File: src/rtl/pn3d_pkg.sv
package pn3d_pkg;

  localparam int TABLE_SIZE_DEF = 256;
  localparam int MAX_OCT_DEF = 8;
  localparam int QDEPTH = 2;
  // width of every value on the blend chain
  localparam int VW = 26;
  localparam logic signed [31:0] ONE = 32'sd65536;

  localparam logic [1:0] MODE_LOAD = 2'd0;
  localparam logic [1:0] MODE_NOISE = 2'd1;
  localparam logic [1:0] MODE_TURB = 2'd2;

  typedef enum logic [1:0] {
    CMD_LOAD  = 2'd0,
    CMD_NOISE = 2'd1,
    CMD_TURB  = 2'd2
  } cmd_e_t;

  typedef struct packed {
    logic [1:0]         mode;
    logic signed [31:0] coord_x;
    logic signed [31:0] coord_y;
    logic signed [31:0] coord_z;
    logic [8:0]         entry_index;
    logic [7:0]         entry_value;
  } in_word_t;

  typedef struct packed {
    logic signed [17:0] noise_value;
    logic signed [23:0] deriv_x;
    logic signed [23:0] deriv_y;
    logic signed [23:0] deriv_z;
  } out_word_t;

  typedef struct packed {
    cmd_e_t             cmd;
    logic signed [31:0] cx;
    logic signed [31:0] cy;
    logic signed [31:0] cz;
    logic [8:0]         idx;
    logic [7:0]         val;
  } cmd_t;

  function automatic logic signed [18:0] grad(logic [3:0] h, logic signed [17:0] dx,
                                              logic signed [17:0] dy,
                                              logic signed [17:0] dz);
    logic signed [18:0] u;
    logic signed [18:0] v;
    u = (h < 4'd8 || h == 4'd12 || h == 4'd13) ? 19'(dx) : 19'(dy);
    v = (h < 4'd4 || h == 4'd12 || h == 4'd13) ? 19'(dy) : 19'(dz);
    if (h[0]) u = -u;
    if (h[1]) v = -v;
    return u + v;
  endfunction

  function automatic logic signed [17:0] sat18(logic signed [VW-1:0] v);
    logic signed [17:0] r;
    if (v > VW'(131071)) r = 18'sd131071;
    else if (v < VW'(-131072)) r = -18'sd131072;
    else r = v[17:0];
    return r;
  endfunction

  function automatic logic signed [23:0] sat24(logic signed [VW-1:0] v);
    logic signed [23:0] r;
    if (v > VW'(8388607)) r = 24'sd8388607;
    else if (v < VW'(-8388608)) r = -24'sd8388608;
    else r = v[23:0];
    return r;
  endfunction

endpackage

File: src/rtl/pn3d_queue.sv
module pn3d_queue (
  input  logic           clk,
  input  logic           rst_n,
  input  logic           push,
  input  pn3d_pkg::cmd_t push_data,
  output logic           full,
  input  logic           pop,
  output logic           q_valid,
  output pn3d_pkg::cmd_t q_data
);
  import pn3d_pkg::*;

  localparam int PW = (QDEPTH > 1) ? $clog2(QDEPTH) : 1;
  localparam int CNW = $clog2(QDEPTH + 1);

  cmd_t           mem_r [QDEPTH];
  logic [PW-1:0]  wp_r;
  logic [PW-1:0]  rp_r;
  logic [CNW-1:0] cnt_r;

  function automatic logic [PW-1:0] nxt(logic [PW-1:0] p);
    return (p == PW'(QDEPTH - 1)) ? '0 : p + PW'(1);
  endfunction

  assign full = cnt_r == CNW'(QDEPTH);
  assign q_valid = cnt_r != '0;
  assign q_data = mem_r[rp_r];

  always_ff @(posedge clk) begin
    if (push) mem_r[wp_r] <= push_data;
  end

  always_ff @(posedge clk) begin
    if (!rst_n) begin
      wp_r  <= '0;
      rp_r  <= '0;
      cnt_r <= '0;
    end else begin
      if (push) wp_r <= nxt(wp_r);
      if (pop) rp_r <= nxt(rp_r);
      if (push && !pop) cnt_r <= cnt_r + CNW'(1);
      else if (pop && !push) cnt_r <= cnt_r - CNW'(1);
    end
  end
endmodule

File: config.mk
export PLATFORM = sky130hd
export DESIGN_NAME = pn3d_queue
export DESIGN_NICKNAME = d
export VERILOG_FILES = /design/src/rtl/pn3d_pkg.sv /design/src/rtl/pn3d_queue.sv
export SDC_FILE = /design/constraint.sdc
export NUM_CORES = 1
export LEC_CHECK = 0
export BUFFER_PORTS_ARGS = -buffer_cell sky130_fd_sc_hd__buf_4
export CORE_MARGIN = 3
export CORE_UTILIZATION = 52
export DETAILED_ROUTE_END_ITERATION = 8
export MAX_ROUTING_LAYER = met4
export PLACE_DENSITY = 0.81
export SLEW_MARGIN = 25
export SYNTH_ARGS = -nofsm -noshare
export SYNTH_HDL_FRONTEND = slang
export SYNTH_SLANG_ARGS = --single-unit
File: constraint.sdc
create_clock -name clk -period 10.07 [get_ports clk]
set_clock_uncertainty 0.2 [all_clocks]
set_input_delay 2.014 -clock clk [delete_from_list [all_inputs] [get_ports clk]]
set_output_delay 2.014 -clock clk [all_outputs]
set_load 0.05 [all_outputs]
# Word level (Yosys, flattened, before mapping)
# Memory sizes are Yosys's and may differ from the RTL's. A register that Yosys moved wholly into a read port is not among the register bits.
# Cells that the tools add are included.
[word_totals] mem_count=1 reg_bits=4 input_bits=119 output_inout_bits=117 ram_bits=230
[mem_list] name="mem_r" depth=2 width=115 read_ports=1 rd_ports_with_merged_regs=1 wr=1 line="pn3d_queue.sv:16" source="cmd_t mem_r [QDEPTH];"
[op_classes] reduce_logical=6 n_addsub=4 n_mux=8 n_eq_ne=1
[op_table] op="$mux W1" n=6
[op_table] op="$mux W2" n=2
[op_table] op="$reduce_bool A2 Y1" n=2
[op_table] op="$add A1 B1 Y1 const B" n=2
[op_table] op="$add A2 B1 Y2 const B" n=1
[op_table] op="$eq A2 B2 Y1 const B" n=1
[op_table] op="$logic_and A1 B1 Y1" n=2
[op_table] op="$logic_not A1 Y1" n=2
[op_table] op="$sub A2 B1 Y2 const B" n=1

# Logic depth before layout (Yosys ltp)
[logic_depth] word_depth=4 mapped_depth=5 mapped_depth_nobuf=5

# Worst setup path after synthesis
# Ideal clock, no wire load.
[synth_timing] path_kind="input to register" start="input port push" end="memory mem_r[0][0] (netlist name) (enable)" setup_ns=0.604 required_time_ns=9.266 path_slack_ns=2.228 path_buffers=0 path_stages=1 t_arrival_ns=7.038 path_cell_list="nor2b_1"
[synth_between] elab_chain_cells=2
[synth_rtl] item="start, declared" line="pn3d_queue.sv:4" source="input logic push,"
[synth_rtl] item="$mux W1" line="pn3d_queue.sv:30" source="if (push) mem_r[wp_r] <= push_data;"
[synth_rtl] item="$mux W1 (not written as such)" line="pn3d_queue.sv:30"
[synth_rtl] item="end, declared" line="pn3d_queue.sv:16"
# No other way between the ends.

==> impl_metrics.csv <==
group,metric,value,unit
synthesis,synth_top_area_share,79.22,%
place,dp_hpwl,10860,microns
clocking,post_cts_buffers,0,
cells_and_area,utilization,70.59,%
detailed_routing,wl_met3,1405,microns
sta,relSlewSlack,35.49,%
synthesis,yosys.area.top_type,"edfxtp_1",
power_and_ir_drop,ir_worst_vdd,0.1519,mV
synthesis,syn_area_per_cell,22.94,sq um
detailed_routing,routed.top_layer,"met4",
sta,hold_violations,0,
synthesis,synth-seq-cells,235,
sta,fin_crit,5.162,ns
worst_setup_path,timing.critical_path.to_type,"output pin",
grt,grt.total_usage,17.88,%
synthesis,synth_cell_type_count,18,
synthesis,synth_nets,500,
hold_path,hold_path.class,"reg2reg",
worst_setup_path,endpoint,"q_data[96]",
synthesis,syn_inst,380,
worst_setup_path,r2r-start,"wp_r",
detailed_routing,wire_per_inst,18.89,microns
worst_setup_path,start_kind,"register",
detailed_routing,routed_wl,16300,microns
cells_and_area,syn_to_final_growth,30.94,%
detailed_routing,m1WireLength,6379,microns
die,die_area,18360,sq um
clocking,cts_resized,0,
worst_setup_path,r2r_cells,2,
grt,grt_pass1_vias,4653,
sta,post-route-period-util,51.26,%
detailed_routing,avgViaCountPerCell,5.074,
cells_and_area,antenna_cells,0,
grt,grt-ovfl-total,0,
job,cap_violations,0,
place,gp_congestion,0.7670,
clocking,cts_sinks,235,
detailed_routing,antenna_left,0,
cells_and_area,num-fill-cells,1018,
clocking,holdBufCountCts,0,
die,coreArea,16170,sq um
clocking,cts-root-buf,"clkbuf_16",
clocking,clk_latency,0.49,ns
worst_setup_path,cp.required,7.86,ns
die,die_h,135.5,microns
grt,grt_first_pass_wirelength,24750,microns
cells_and_area,fin_cells,863,
outcome,status,"complete, no violations",
place,numPortBuffers,235,
detailed_routing,route.met2.wl,8066,microns
detailed_routing,via_count,4379,
clocking,cts_inserted_buffers,23,
grt,grt_max_degree,65,
worst_setup_path,regToRegEndpoint,"mem_r[1][90]",
clocking,cts_tree,"yes",
sta,timing.setup.tns,0,ns
sta,fmaxAchievable,193.7,MHz
sta,worst_slew_pin_slew,0.9676,ns
synthesis,synth_warnings,0,
sta,grt_setup_unrepaired,"no",
synthesis,synth_area_leaders,"edfxtp_1, mux2_4, mux2_2",
clocking,clk_pin_slew,0.06,ns
detailed_routing,drc,0,
power_and_ir_drop,power,2.385,mW
clocking,clk_path_buf_depth,3,
die,start_util,53.91,%
sta,setup_viol,0,
place,dp.cells,822,
synthesis,yosysSeqAreaShare,80.37,%
die,ios,236,
detailed_routing,first_iter_violations,266,
worst_setup_path,crit_type,"reg2out",
hold_path,min_path_cells,2,
worst_setup_path,path_max_fanout,64,
worst_setup_path,r2r_slack,7.59,ns
synthesis,netlist_area,8718,sq um
power_and_ir_drop,leakage,4.390,nW
power_and_ir_drop,power_per_cell_area,208.9,nW/um^2
cells_and_area,final_nets,751,
cells_and_area,drive_gt1_share,59.97,%
die,die_w,135.5,microns
detailed_routing,dr.pass1.iters,4,
clocking,cts_max_level,1,
worst_setup_path,arrival,2.95,ns
grt,antenna_found_initial,0,
sta,slew_viol_final,0,
die,rows,46,
-- through the flow --
step | worst slack (ns) | hold WS, ns | area, sq um
after floorplan | 2.228 | 0.2686 | 8718
final | 4.908 | 0.3200 | 11420
after global routing | 4.740 | 0.3383 | 11420
after detailed placement | 5.403 | 0.3143 | 10690
after CTS | 4.872 | 0.3234 | 11420
after global placement | 5.469 | 0.2830 | 10690
-- sequential cells by signal, indices dropped and copies added (netlist names), named ones only --
name,flops
cnt_r,2
mem_r,230
rp_r,1
wp_r,1
-- per-layer routing --
metal,GRT usage (%),vias up
li1,-,2004
met1,22.85,2138
met2,28.65,203
met3,4.792,34
met4,5.095,0
met5,-,-
-- cell usage in the layout (no fill, tap or decap) --
cell	count
edfxtp_1	230
xor2_1	2
and2b_1	1
clkbuf_16	23
xnor2_1	1
clkinv_2	2
buf_4	239
nor2b_4	1
dfxtp_1	4
and2_4	1
and2_1	3
mux2_2	65
clkbuf_1	6
ha_1	1
o21a_1	1
mux2_4	50
a21boi_0	1
dfxtp_4	1
o21ai_0	1
or2_2	1
bufinv_16	2
clkinv_1	5
clkbuf_8	3
or3_1	1
inv_1	1
nor2b_1	1
-- final cells by class --
| class | instances | area, sq um | area share, % |
|---|---|---|---|
| clock inverter | 9 | 88.84 | 0.7782 |
| timing repair buffer | 239 | 1794 | 15.72 |
| clock buffer | 32 | 639.4 | 5.601 |
| sequential | 235 | 7010 | 61.41 |
| tap | 216 | 270.3 | 2.367 |
| multi-input combinational | 131 | 1609 | 14.09 |
| inverter | 1 | 3.754 | 0.03288 |
-- cells in the mapped netlist --
library cell,number
mux2_4,50
o21ai_0,1
inv_1,1
buf_2,6
edfxtp_1,230
or3_1,1
xnor2_1,1
dfxtp_1,5
and2b_1,1
and2_1,4
xor2_1,2
buf_6,7
a21boi_0,1
mux2_2,65
ha_1,1
or2_2,1
o21a_1,1
nor2b_1,2
-- power breakdown --
part / switching, mW / internal (mW)
Clock: 0.326 / 0.492
Combinational: 0.258 / 0.156
Sequential: 0.0230 / 1.13
-- kinds of logic (layout without fill, tap and decap cells) --
kind of cell,Yosys count,count (layout),synth area share (%)
multiplexers,115,115,17.01
adder cells (fa/ha/maj),1,1,0.1435
XOR/XNOR,3,3,0.3014
AO/OA/AOI/OAI,3,3,0.2296
AND/OR/NAND/NOR,9,9,0.6602
buffers and inverters,14,281,1.292
flip-flops,235,235,80.37
-- how the worst min path moves through the flow --
stage | from | endpoint | slack [ns]
floorplan | cnt_r[1] | cnt_r[1] | 0.27
global placement | cnt_r[1] | cnt_r[1] | 0.28
detailed placement | cnt_r[1] | cnt_r[1] | 0.31
CTS | cnt_r[1] | cnt_r[1] | 0.32
global route | cnt_r[1] | cnt_r[1] | 0.34
finish | cnt_r[1] | cnt_r[1] | 0.32
-- worst max-delay path, cell delays in order, from the launching register on --
cell	delay, ns
dfxtp_4	0.89
buf_4	0.81
mux2_2	0.43
buf_4	0.19
Power figures use the tool's default switching activity.
